==> src/rtl/core/dual_channel_window_average_assert.svh <==
// Assertion macros for the window average block.
// Used by modules that need a clk and rst_n in scope; no other dependencies.
`ifndef DUAL_CHANNEL_WINDOW_AVERAGE_ASSERT_SVH
`define DUAL_CHANNEL_WINDOW_AVERAGE_ASSERT_SVH

// Same-cycle implication, disabled during reset.
`define DCWA_ASSERT_SAME(label, ante, cons, msg) \
    label: assert property (@(posedge clk) disable iff (!rst_n) (ante) |-> (cons)) \
        else $error(msg);

// Next-cycle implication, disabled during reset.
`define DCWA_ASSERT_NEXT(label, ante, cons, msg) \
    label: assert property (@(posedge clk) disable iff (!rst_n) (ante) |=> (cons)) \
        else $error(msg);

`endif

==> src/rtl/core/dcwa_pkg.sv <==
// Shared constants, types and state encoding for the window average block.
// No dependencies.
package dcwa_pkg;

    localparam int WINDOW  = 20;
    localparam int TEMP_W  = 12;
    localparam int HUM_W   = 10;
    localparam int FILL_W  = 5;
    localparam int CNT_W   = $clog2(WINDOW + 1);
    localparam int SLOT_W  = (WINDOW > 1) ? $clog2(WINDOW) : 1;
    // Sums hold WINDOW full-scale samples exactly.
    localparam int T_SUM_W = $clog2(WINDOW * (2 ** (TEMP_W - 1)) + 1) + 1;
    localparam int H_SUM_W = $clog2(WINDOW * (2 ** HUM_W - 1) + 1);
    localparam int DIV_W   = T_SUM_W;
    localparam int ITER_W  = $clog2(DIV_W);

    typedef struct packed {
        logic [TEMP_W-1:0] temperature;
        logic              temperature_ok;
        logic [HUM_W-1:0]  humidity;
        logic              humidity_ok;
    } ring_entry_t;

    typedef struct packed {
        logic clear;
        logic add;
    } ring_ctl_t;

    typedef enum logic [2:0] {
        ST_IDLE,
        ST_UPDATE,
        ST_LOAD_T,
        ST_DIV_T,
        ST_LOAD_H,
        ST_DIV_H,
        ST_DONE
    } state_t;

endpackage

==> src/rtl/core/dcwa_ring.sv <==
// Sample ring memory with write slot, entry count and both running sums.
// Depends on dcwa_pkg.
module dcwa_ring
    import dcwa_pkg::*;
(
    input  logic                      clk,
    input  logic                      rst_n,
    input  ring_ctl_t                 ctl,
    input  ring_entry_t               entry,
    output logic [CNT_W-1:0]          count,
    output logic signed [T_SUM_W-1:0] temp_sum,
    output logic [H_SUM_W-1:0]        hum_sum
);

    ring_entry_t               mem [WINDOW];
    ring_entry_t               old_reg;
    logic [SLOT_W-1:0]         slot_reg;
    logic [SLOT_W-1:0]         slot_next;
    logic [CNT_W-1:0]          count_reg;
    logic [CNT_W-1:0]          count_next;
    logic signed [T_SUM_W-1:0] temp_sum_reg;
    logic signed [T_SUM_W-1:0] temp_sum_next;
    logic [H_SUM_W-1:0]        hum_sum_reg;
    logic [H_SUM_W-1:0]        hum_sum_next;
    logic                      full;
    logic signed [T_SUM_W-1:0] t_sub;
    logic signed [T_SUM_W-1:0] t_add;
    logic [H_SUM_W-1:0]        h_sub;
    logic [H_SUM_W-1:0]        h_add;

    // Read the current slot every cycle; it holds the oldest entry once full.
    always_ff @(posedge clk)
    begin
        if (ctl.add)
        begin
            mem[slot_reg] <= entry;
        end
        old_reg <= mem[slot_reg];
    end

    assign full = (count_reg == CNT_W'(WINDOW));

    always_comb
    begin
        t_sub = '0;
        h_sub = '0;
        t_add = '0;
        h_add = '0;
        if (full && old_reg.temperature_ok)
        begin
            t_sub = {{(T_SUM_W-TEMP_W){old_reg.temperature[TEMP_W-1]}}, old_reg.temperature};
        end
        if (full && old_reg.humidity_ok)
        begin
            h_sub = {{(H_SUM_W-HUM_W){1'b0}}, old_reg.humidity};
        end
        if (entry.temperature_ok)
        begin
            t_add = {{(T_SUM_W-TEMP_W){entry.temperature[TEMP_W-1]}}, entry.temperature};
        end
        if (entry.humidity_ok)
        begin
            h_add = {{(H_SUM_W-HUM_W){1'b0}}, entry.humidity};
        end
    end

    always_comb
    begin
        slot_next     = slot_reg;
        count_next    = count_reg;
        temp_sum_next = temp_sum_reg;
        hum_sum_next  = hum_sum_reg;
        priority if (ctl.clear)
        begin
            slot_next     = '0;
            count_next    = '0;
            temp_sum_next = '0;
            hum_sum_next  = '0;
        end
        else if (ctl.add)
        begin
            slot_next     = (slot_reg == SLOT_W'(WINDOW - 1)) ? '0 : slot_reg + 1'b1;
            count_next    = full ? count_reg : count_reg + 1'b1;
            temp_sum_next = temp_sum_reg - t_sub + t_add;
            hum_sum_next  = hum_sum_reg - h_sub + h_add;
        end
        else
        begin
            // Hold slot, count and sums.
        end
    end

    always_ff @(posedge clk or negedge rst_n)
    begin
        if (!rst_n)
        begin
            slot_reg     <= '0;
            count_reg    <= '0;
            temp_sum_reg <= '0;
            hum_sum_reg  <= '0;
        end
        else
        begin
            slot_reg     <= slot_next;
            count_reg    <= count_next;
            temp_sum_reg <= temp_sum_next;
            hum_sum_reg  <= hum_sum_next;
        end
    end

    assign count    = count_reg;
    assign temp_sum = temp_sum_reg;
    assign hum_sum  = hum_sum_reg;

endmodule

==> config.mk <==
export PLATFORM = sky130hd
export DESIGN_NAME = dcwa_ring
export DESIGN_NICKNAME = d
export VERILOG_FILES = /design/src/rtl/core/dual_channel_window_average_assert.svh /design/src/rtl/core/dcwa_pkg.sv /design/src/rtl/core/dcwa_ring.sv
export SDC_FILE = /design/constraint.sdc
export NUM_CORES = 1
export LEC_CHECK = 0
export BUFFER_PORTS_ARGS = -buffer_cell sky130_fd_sc_hd__buf_2
export CORE_MARGIN = 2
export CORE_UTILIZATION = 40
export DETAILED_ROUTE_END_ITERATION = 6
export GPL_ROUTABILITY_DRIVEN = 0
export GPL_TIMING_DRIVEN = 0
export HOLD_SLACK_MARGIN = 0.08
export PLACE_DENSITY_LB_ADDON = 0.3
export SLEW_MARGIN = 10
export SYNTH_ARGS = -nofsm -noshare
export SYNTH_HDL_FRONTEND = slang
export SYNTH_SLANG_ARGS = --single-unit
==> constraint.sdc <==
create_clock -name clk -period 3.5 [get_ports clk]
set_clock_uncertainty 0.15 [all_clocks]
set_input_delay 0.7 -clock clk [delete_from_list [all_inputs] [get_ports clk]]
set_output_delay 0.7 -clock clk [all_outputs]
set_load 0.01 [all_outputs]
==> metrics.txt <==
warning count from the yosys run 0; hold slack about 170 ps; starting density of the core 0.404; Synth area leaders edfxtp_1 62%, mux4_2 12%, dfrtp_1 4.5%; detailed-route DRC error count 0; aggregate global routing overflow 0; VDD IR max between 300 and 400 uV; number of global-route vias before repair about 13000; Root Driver clkbuf_16; Yosys top cell by area edfxtp_1; final setup margin -111 ps; final number of setup-violating endpoints 4; max-cap violations 0; Net Count, Synth between 1000 and 1500; most frequent cells in the layout 480 x edfxtp_1, 121 x mux4_2, 90 x nand2_1; clk buf depth 3; switching share of power 0.274; hpwl dp ~34 mm; Final min period 3610 ps; combinational share of power 0.221; most common cell after layout, fill and taps aside edfxtp_1; core area between 0.05 and 0.06 sq mm; dpl ws -726 ps; Main synth FF type edfxtp_1; Net Sw Power roughly 4.7 mW; Slew Viols, Final 0; Avg Cell Area, Syn between 15 and 20 sq um; total track usage 0.182; largest net degree at the start of global routing 43; first-pass GRT wire length 80.8 mm; CTS clk-pin slew, worst paths ~60 ps; flops & latches, synth around 550; die height around 240 microns; Port Buffers 64; TritonCTS clock tree built; Fmax achieved roughly 280 MHz; H-tree levels 2; synth unique cells approximately 60; CP Capture Type flip-flop; Static Leak about 9.4 nW; share of total power in the clock network 0.347; drt via density between 5 and 6; max reg flops between 400 and 500; Finished Layout Cells 2300; period utilization 1.03; Routed WL ~54 mm; I/O Pins 65; CTS buffer count 57; via count around 12000; clock sink total between 500 and 600; status complete, but fails checks; Int Pwr ~12 mW; startpoint types flip-flop; Synth top area share 0.621; Crit Path Max Fanout 6; Die ar. approximately 0.060 sq mm; worst skew pair latency 620 ps; routed len/inst roughly 23 microns; fillers a little under 5000; initial antenna violation count 2; Pre-Repair DR Iteration Count 5; # nets final ~1600; CP Class flip-flop to flip-flop; Seq/Total Area, Yosys 0.687; Cell Area, Synth 0.0232 sq mm; layout cells sized above 1 0.300; actual slew at the worst max-slew pin approximately 1200 ps; Rel. slew slack 0.227; Post-Place Cells ~2200; Synth-to-Final Area Change 16.9%; EDFF count, synth 480; DR iter-0 viols between 1000 and 1500; worst path required time between 3000 and 4000 ps; RSZ-0062 raised after global routing yes; Post-Syn Instances 1339; Worst Hold Class input port to asynchronous set/reset pin; CP arrival between 3000 and 4000 ps; Power Density 635 mW/mm^2; Hold Violations, Final 0; failing checks negative setup slack; row count 88; Detail Route Antenna Nets 0; part of the power in registers 0.432; Post-synth ARST share 0.0769; Die Width around 240 microns
cells in the mapped netlist, types with 4 or more instances:
master,n
buf_1,5
a22oi_1,23
mux2i_1,15
a31oi_1,5
edfxtp_1,480
xor2_1,9
o21a_1,11
dfxtp_1,24
o211ai_1,4
a21oi_1,32
nand2_1,90
o21ai_0,5
nand3_1,10
mux2_2,47
and3_1,36
inv_1,91
a21o_1,10
nor2_1,54
a211oi_1,14
clkbuf_1,39
fa_1,26
buf_4,6
nor2b_1,7
nand4_1,5
mux4_2,121
o21ai_1,9
xnor2_1,10
ha_1,38
and2_1,10
nor3_1,10
dfrtp_1,42
buf_2,11
worst max-delay path: stages, from the launching register on:
cell       delay [ps]
dfrtp_1           390
inv_2              80
ha_4              110
and4b_1           190
buf_6             150
clkbuf_16         150
and3_4            180
ha_4              200
inv_4              50
ha_4              120
inv_2              30
fa_2              330
nand3b_1          190
a211o_1           330
a31oi_4           270
nand4_1           180
a41oi_2           220
o2111ai_2         120
routing by layer:
layer,GRT usage,part of all wire,up-vias
met5,0,0.00048,-
met4,0.0588,0.024,4
met2,0.290,0.47,381
met3,0.0315,0.064,79
met1,0.254,0.44,6453
li1,-,-,5498
final timing paths:
kind	from	endpoint	slack, ps	cells after the start
min in group clk	ctl[1]	hum_sum[14]	360	3
setup reg to reg	count[1]	hum_sum[14]	-110	17
max in group asynchronous	rst_n	count[0]	2250	1
setup / recovery	count[1]	hum_sum[14]	-110	17
hold / removal	rst_n	slot_reg[4]	170	1
hold reg to reg	temp_sum[14]	temp_sum[14]	380	2
power by group through the flow:
stage                     logic, mW  registers (mW)  clock network [mW]
final                          3.81            7.43                5.98
after floorplan                2.26            7.60                   0
after global routing           4.20            7.46                6.32
after global placement         3.08            7.56                   0
after detailed placement       3.14            7.57                   0
after CTS                      3.43            7.43                6.08
cells by family (layout without fill, tap and decap cells):
logic type,Yosys count,after routing,synth area share
buffers and inverters,153,348,0.0266
multiplexers,184,184,0.147
other,0,1,0
AO/OA/AOI/OAI,136,136,0.0409
AND/OR/NAND/NOR,237,237,0.0479
XOR/XNOR,19,19,0.00717
flip-flops,546,546,0.687
adder cells (fa/ha/maj),64,64,0.0429
repair_timing:
item / CTS / global route
hold buffers: 0 / 0
pin swaps: 29 / 36
gates cloned: 1 / 0
endpoints found under the setup margin: 12 / 42
buffers inserted: 20 / 5
resized for setup: 28 / 55
cell type report:
cell class,instances,area [sq um],area share
tap,765,957,0.0353
inverter,91,344,0.0127
clock inverter,40,380,0.0140
antenna,1,2.50,0.0000923
multi-input combinational,640,7150,0.264
buffer,61,305,0.0113
sequential,546,15900,0.588
timing repair buffer,89,564,0.0208
clock buffer,67,1460,0.0540
metrics by stage:
step / power, mW / area [sq um] / util / TNS, ps
after global routing: 18.0 / 27100 / 0.472 / -1530
after floorplan: 9.86 / 23300 / - / 0
after global placement: 10.6 / 24600 / 0.428 / -124500
final: 17.2 / 27100 / 0.472 / -242
after CTS: 16.9 / 26800 / 0.467 / -313
after detailed placement: 10.7 / 24700 / 0.429 / -13390
No activity file was read; power rests on OpenSTA's default activity.
