## config.mk

```make
export PLATFORM = sky130hd
export DESIGN_NAME = dcwa_div
export DESIGN_NICKNAME = d
export VERILOG_FILES = /design/src/rtl/core/dual_channel_window_average_assert.svh /design/src/rtl/core/dcwa_pkg.sv /design/src/rtl/core/dcwa_div.sv
export SDC_FILE = /design/constraint.sdc
export NUM_CORES = 1
export LEC_CHECK = 0
export ABC_AREA = 1
export CAP_MARGIN = 10
export CORE_UTILIZATION = 40
export CTS_CLUSTER_SIZE = 16
export DETAILED_ROUTE_END_ITERATION = 8
export DONT_BUFFER_PORTS = 1
export HOLD_SLACK_MARGIN = 0.08
export PLACE_DENSITY = 0.53
export RECOVER_POWER = 25
export SYNTH_ARGS = -nofsm -noshare
export SYNTH_HDL_FRONTEND = slang
export SYNTH_SLANG_ARGS = --single-unit
```

## constraint.sdc

```tcl
create_clock -name clk -period 4.05 [get_ports clk]
set_input_delay 0.2025 -clock clk [delete_from_list [all_inputs] [get_ports clk]]
set_output_delay 0.2025 -clock clk [all_outputs]
set_load 0.03 [all_outputs]
```

## src/rtl/core/dual_channel_window_average_assert.svh

```systemverilog
// Assertion macros for the window average block.
// Used by modules that need a clk and rst_n in scope; no other dependencies.
`ifndef DUAL_CHANNEL_WINDOW_AVERAGE_ASSERT_SVH
`define DUAL_CHANNEL_WINDOW_AVERAGE_ASSERT_SVH

// Same-cycle implication, disabled during reset.
`define DCWA_ASSERT_SAME(label, ante, cons, msg) \
    label: assert property (@(posedge clk) disable iff (!rst_n) (ante) |-> (cons)) \
        else $error(msg);

// Next-cycle implication, disabled during reset.
`define DCWA_ASSERT_NEXT(label, ante, cons, msg) \
    label: assert property (@(posedge clk) disable iff (!rst_n) (ante) |=> (cons)) \
        else $error(msg);

`endif

```

## src/rtl/core/dcwa_pkg.sv

```systemverilog
// Shared constants, types and state encoding for the window average block.
// No dependencies.
package dcwa_pkg;

    localparam int WINDOW  = 20;
    localparam int TEMP_W  = 12;
    localparam int HUM_W   = 10;
    localparam int FILL_W  = 5;
    localparam int CNT_W   = $clog2(WINDOW + 1);
    localparam int SLOT_W  = (WINDOW > 1) ? $clog2(WINDOW) : 1;
    // Sums hold WINDOW full-scale samples exactly.
    localparam int T_SUM_W = $clog2(WINDOW * (2 ** (TEMP_W - 1)) + 1) + 1;
    localparam int H_SUM_W = $clog2(WINDOW * (2 ** HUM_W - 1) + 1);
    localparam int DIV_W   = T_SUM_W;
    localparam int ITER_W  = $clog2(DIV_W);

    typedef struct packed {
        logic [TEMP_W-1:0] temperature;
        logic              temperature_ok;
        logic [HUM_W-1:0]  humidity;
        logic              humidity_ok;
    } ring_entry_t;

    typedef struct packed {
        logic clear;
        logic add;
    } ring_ctl_t;

    typedef enum logic [2:0] {
        ST_IDLE,
        ST_UPDATE,
        ST_LOAD_T,
        ST_DIV_T,
        ST_LOAD_H,
        ST_DIV_H,
        ST_DONE
    } state_t;

endpackage

```

## src/rtl/core/dcwa_div.sv

```systemverilog
// Bit-serial restoring divider: one quotient bit per cycle, DIV_W quotient bits.
// Depends on dcwa_pkg.
module dcwa_div
    import dcwa_pkg::*;
(
    input  logic              clk,
    input  logic              rst_n,
    input  logic              start,
    input  logic [DIV_W-1:0]  dividend,
    input  logic [CNT_W-1:0]  divisor,
    output logic              done,
    output logic [DIV_W-1:0]  quotient
);

    logic [DIV_W-1:0]  quo_reg;
    logic [DIV_W-1:0]  quo_next;
    logic [CNT_W-1:0]  rem_reg;
    logic [CNT_W-1:0]  rem_next;
    logic [CNT_W-1:0]  dvs_reg;
    logic [ITER_W-1:0] iter_reg;
    logic [ITER_W-1:0] iter_next;
    logic              busy_reg;
    logic              busy_next;
    logic              done_reg;
    logic              done_next;
    logic [CNT_W:0]    trial;
    logic [CNT_W:0]    diff;
    logic              q_bit;

    // Shift the next dividend bit into the remainder and try the subtract.
    assign trial = {rem_reg, quo_reg[DIV_W-1]};
    assign diff  = trial - {1'b0, dvs_reg};
    assign q_bit = (trial >= {1'b0, dvs_reg});

    always_comb
    begin
        quo_next  = quo_reg;
        rem_next  = rem_reg;
        iter_next = iter_reg;
        busy_next = busy_reg;
        done_next = 1'b0;
        priority if (start)
        begin
            quo_next  = dividend;
            rem_next  = '0;
            iter_next = '0;
            busy_next = 1'b1;
        end
        else if (busy_reg)
        begin
            quo_next  = {quo_reg[DIV_W-2:0], q_bit};
            rem_next  = q_bit ? diff[CNT_W-1:0] : trial[CNT_W-1:0];
            iter_next = iter_reg + 1'b1;
            if (iter_reg == ITER_W'(DIV_W - 1))
            begin
                busy_next = 1'b0;
                done_next = 1'b1;
            end
        end
        else
        begin
            // Hold quotient and remainder while idle.
        end
    end

    always_ff @(posedge clk)
    begin
        quo_reg <= quo_next;
        rem_reg <= rem_next;
        if (start)
        begin
            dvs_reg <= divisor;
        end
    end

    always_ff @(posedge clk or negedge rst_n)
    begin
        if (!rst_n)
        begin
            iter_reg <= '0;
            busy_reg <= 1'b0;
            done_reg <= 1'b0;
        end
        else
        begin
            iter_reg <= iter_next;
            busy_reg <= busy_next;
            done_reg <= done_next;
        end
    end

    assign done     = done_reg;
    assign quotient = quo_reg;

endmodule

```

==> reports/results.tsv <==
stage	metric	value	unit
sta	timing.fmax	517	MHz
flow_run	maxCapViolCount	0	
synth	synth_common_cells	nand2_1 (78), edfxtp_1 (22), inv_1 (18), nand3_1 (12)	
synth	synth-edff-count	22	
global_routing	grt_pass1_vias	1236	
drt	drtIter0Drc	37	
sta	hold_viol_final	0	
sta	rsz0062_at_grt	false	
synth	yosysMostFrequentCell	nand2_1	
synth	synthAdderAreaFrac	6.42	%
sta	finalSetupViolCount	0	
synth	synth_top_area_cell	edfxtp_1	
placement	place_congestion	0.789	
sta	max_slew.worst_pin.slew	0.664	ns
drt	drtAntennaViolNets	0	
clocking	clock_path_buffers	2	
floorplan	die_x	66.7	um
floorplan	die_h	66.7	um
synth	synth_top_family_by_area	simple AND/OR/NAND/NOR gates	
pwr	powerDensity	581	nW/um2
pwr	switching_share	30.9	%
setup_path	start_kind	flip-flop	
pwr	power.share.clock	33.2	%
placement	hpwlAfterDp	2200	um
setup_path	criticalPathCategory	flip-flop to flip-flop	
clocking	cts_tree	built	
synth	synth.area.top_cells	edfxtp_1 (39%), nand2_1 (17%), dfrtp_1 (10%), dfxtp_1 (6.0%), ha_1 (5.2%)	
hold_path	min_path_type	primary input to flip-flop	
global_routing	overflow	0	
synth	synth_xor_area_share	0.522	%
synth	netlist_area	1680	um2
drt	drc	0	
pwr	leakage	0.910	nW
floorplan	initial_core_util	41.9	%
synth	yosys_most_used_dff	edfxtp_1	
drt	via_per_inst	4.85	
synth	avgSynthCellArea	9.11	um2
placement	io_buffers	0	
floorplan	ios	43	
clocking	clk_latency	0.28	ns
synth	synth_seq_cells	34	
layout	area.growth.synth_to_final	14.8	%
pwr	p_seq_share	44.6	%
clocking	cts_resized	0	
layout	multi_input_area	643	um2
synth	ys_async_sr_fraction	20.6	%
global_routing	grt_max_degree	25	
sta	fin_worst_skew	0.00256	ns
clocking	htree_levels	2	
clocking	clk_pin_slew	0.07	ns
drt	routed-via-count	1188	
sta	maxSlewHeadroom	55.7	%
layout	nFillCells	368	
floorplan	row_count	23	
synth	synth_cell_type_count	25	
setup_path	crit_fanout	7	
synth	synth_compound_area_share	3.36	%
layout	fin_util	48.1	%
sta	period_minus_slack	1.93	ns
synth	synthSimpleGateAreaFrac	28.1	%
synth	synth_top_area_share	39.4	%
setup_path	crit-reg2reg-launch	quotient[16]$_DFFE_PP_	
sta	tns	0	ns
pwr	ir_drop	0.000294	V
setup_path	worstPathRequired	4.07	ns
layout	design_area	1920	um2
synth	yosys-mux-area-fraction	0	%
synth	ys_seq_area_share	55.8	%
pwr	p_int	0.772	mW
drt	drtPass1Iterations	3	
clocking	cts_sinks	34	
sta	drv_slew	0	
layout	drive_above_1_share	8.21	%
synth	yosys_warnings	0	
sta	fin_crit_sh	47.8	%
layout	finalNetCount	227	
setup_path	crit_start	quotient[16]$_DFFE_PP_	
global_routing	grtUsageTotal	16.4	%
global_routing	grt_first_pass_wirelength	5290	um
pwr	p_switching	0.346	mW
synth	synth.net_count	217	
pwr	comb_power_share	22.2	%
floorplan	core-area	4000	um2
layout	seq_area	936	um2
placement	placed_area	1720	um2
synth	synthCells	184	
layout	largest_reg_flops	17	
setup_path	crit_path_end_kind	flip-flop	
hold_path	min_from	dividend[5]	
global_routing	antenna_found_initial	0	
drt	avgRoutedWirePerCell	12.6	um
layout	n_antenna_cell	0	
drt	wirelength	3090	um
clocking	cts_buffers	5	
clocking	root_buffer	clkbuf_8	
floorplan	dieArea	4450	um2
setup_path	worstPathArrival	1.95	ns
sta	holdWs	0.105	ns
outcome	outcome	finished clean	
path summary, 6_finish.rpt:
| check | endpoint | slack [ns] | cells past startpoint |
|---|---|---|---|
| max in group asynchronous | done$_DFF_PN0_ | 3.56 | 1 |
| worst max-delay path | quotient[0]$_DFFE_PP_ | 2.12 | 8 |
| worst min register to register | rem_reg[4]$_SDFFE_PP0P_ | 0.46 | 2 |
| min in group asynchronous | busy_reg$_DFF_PN0_ | 0.25 | 1 |
| worst min-delay path | quotient[5]$_DFFE_PP_ | 0.10 | 2 |
| worst max register to register | quotient[0]$_DFFE_PP_ | 2.12 | 8 |
layer usage:
metal | global-route usage, % | up-vias | share of wire (%)
li1 | - | 608 | -
met1 | 15.9 | 545 | 40
met2 | 29.3 | 33 | 52
met3 | 7.53 | 2 | 7.1
met4 | 7.18 | 0 | 0.81
met5 | 0 | - | 0
cells by family after synthesis:
kind of cell,count (synthesis)
adder cells (fa/ha/maj),8
AND/OR/NAND/NOR,106
AO/OA/AOI/OAI,11
XOR/XNOR,1
buffers and inverters,24
flip-flops,34
timing repair:
action	CTS	global route
hold buffers	7	0
setup buffers	0	0
endpoints found under the hold margin	17	0
worst max-delay path, cell delays in order (launching register included):
cell and delay (ns):
edfxtp_1 0.54, inv_1 0.13, ha_1 0.14, inv_1 0.06, fa_1 0.40, nand2_1 0.08, nand2_1 0.10, nand3_4 0.13
a31oi_1 0.10
per-stage QoR:
step           setup slack, ns  std cells  total power [mW]
4_1_cts                   2.10        245              1.13
2_1_floorplan             2.23        184             0.702
6_report                  2.12        245              1.12
5_1_grt                   2.01        245              1.18
3_5_place_dp              2.11        230             0.747
3_3_place_gp              2.15        230             0.742
layout by cell type (no fill, tap or decap):
| master | instances |
|---|---|
| nor2_4 | 1 |
| xnor2_1 | 1 |
| nand3_4 | 1 |
| fa_1 | 1 |
| a21oi_1 | 6 |
| or2_1 | 1 |
| nor2_2 | 1 |
| o21ai_0 | 3 |
| nor2_1 | 7 |
| nor3_1 | 2 |
| nand2_4 | 1 |
| clkbuf_8 | 5 |
| dfxtp_1 | 5 |
| nand3_1 | 12 |
| a31oi_1 | 1 |
| ha_1 | 7 |
| dfrtp_1 | 7 |
| or2_4 | 1 |
| inv_2 | 2 |
| dlygate4sd3_1 | 7 |
| clkinv_4 | 1 |
| bufinv_16 | 2 |
| edfxtp_1 | 22 |
| o21ai_1 | 1 |
| nor2_8 | 1 |
| nand2_1 | 78 |
| inv_1 | 18 |
power by group through the flow:
stage          Clock [mW]  Combinational [mW]  Sequential [mW]
6_report            0.371               0.248            0.499
5_1_grt             0.394               0.283            0.507
4_1_cts             0.384               0.249            0.500
2_1_floorplan           0               0.208            0.493
3_3_place_gp            0               0.236            0.506
3_5_place_dp            0               0.241            0.506
layout make-up:
cell class	count	area share, %
sequential	34	48.6
multi-input combinational	126	33.4
inverter	20	3.90
timing repair buffer	7	3.64
clock buffer	5	3.58
clock inverter	3	3.58
tap	50	3.25
(Power assumes the default switching activity.)
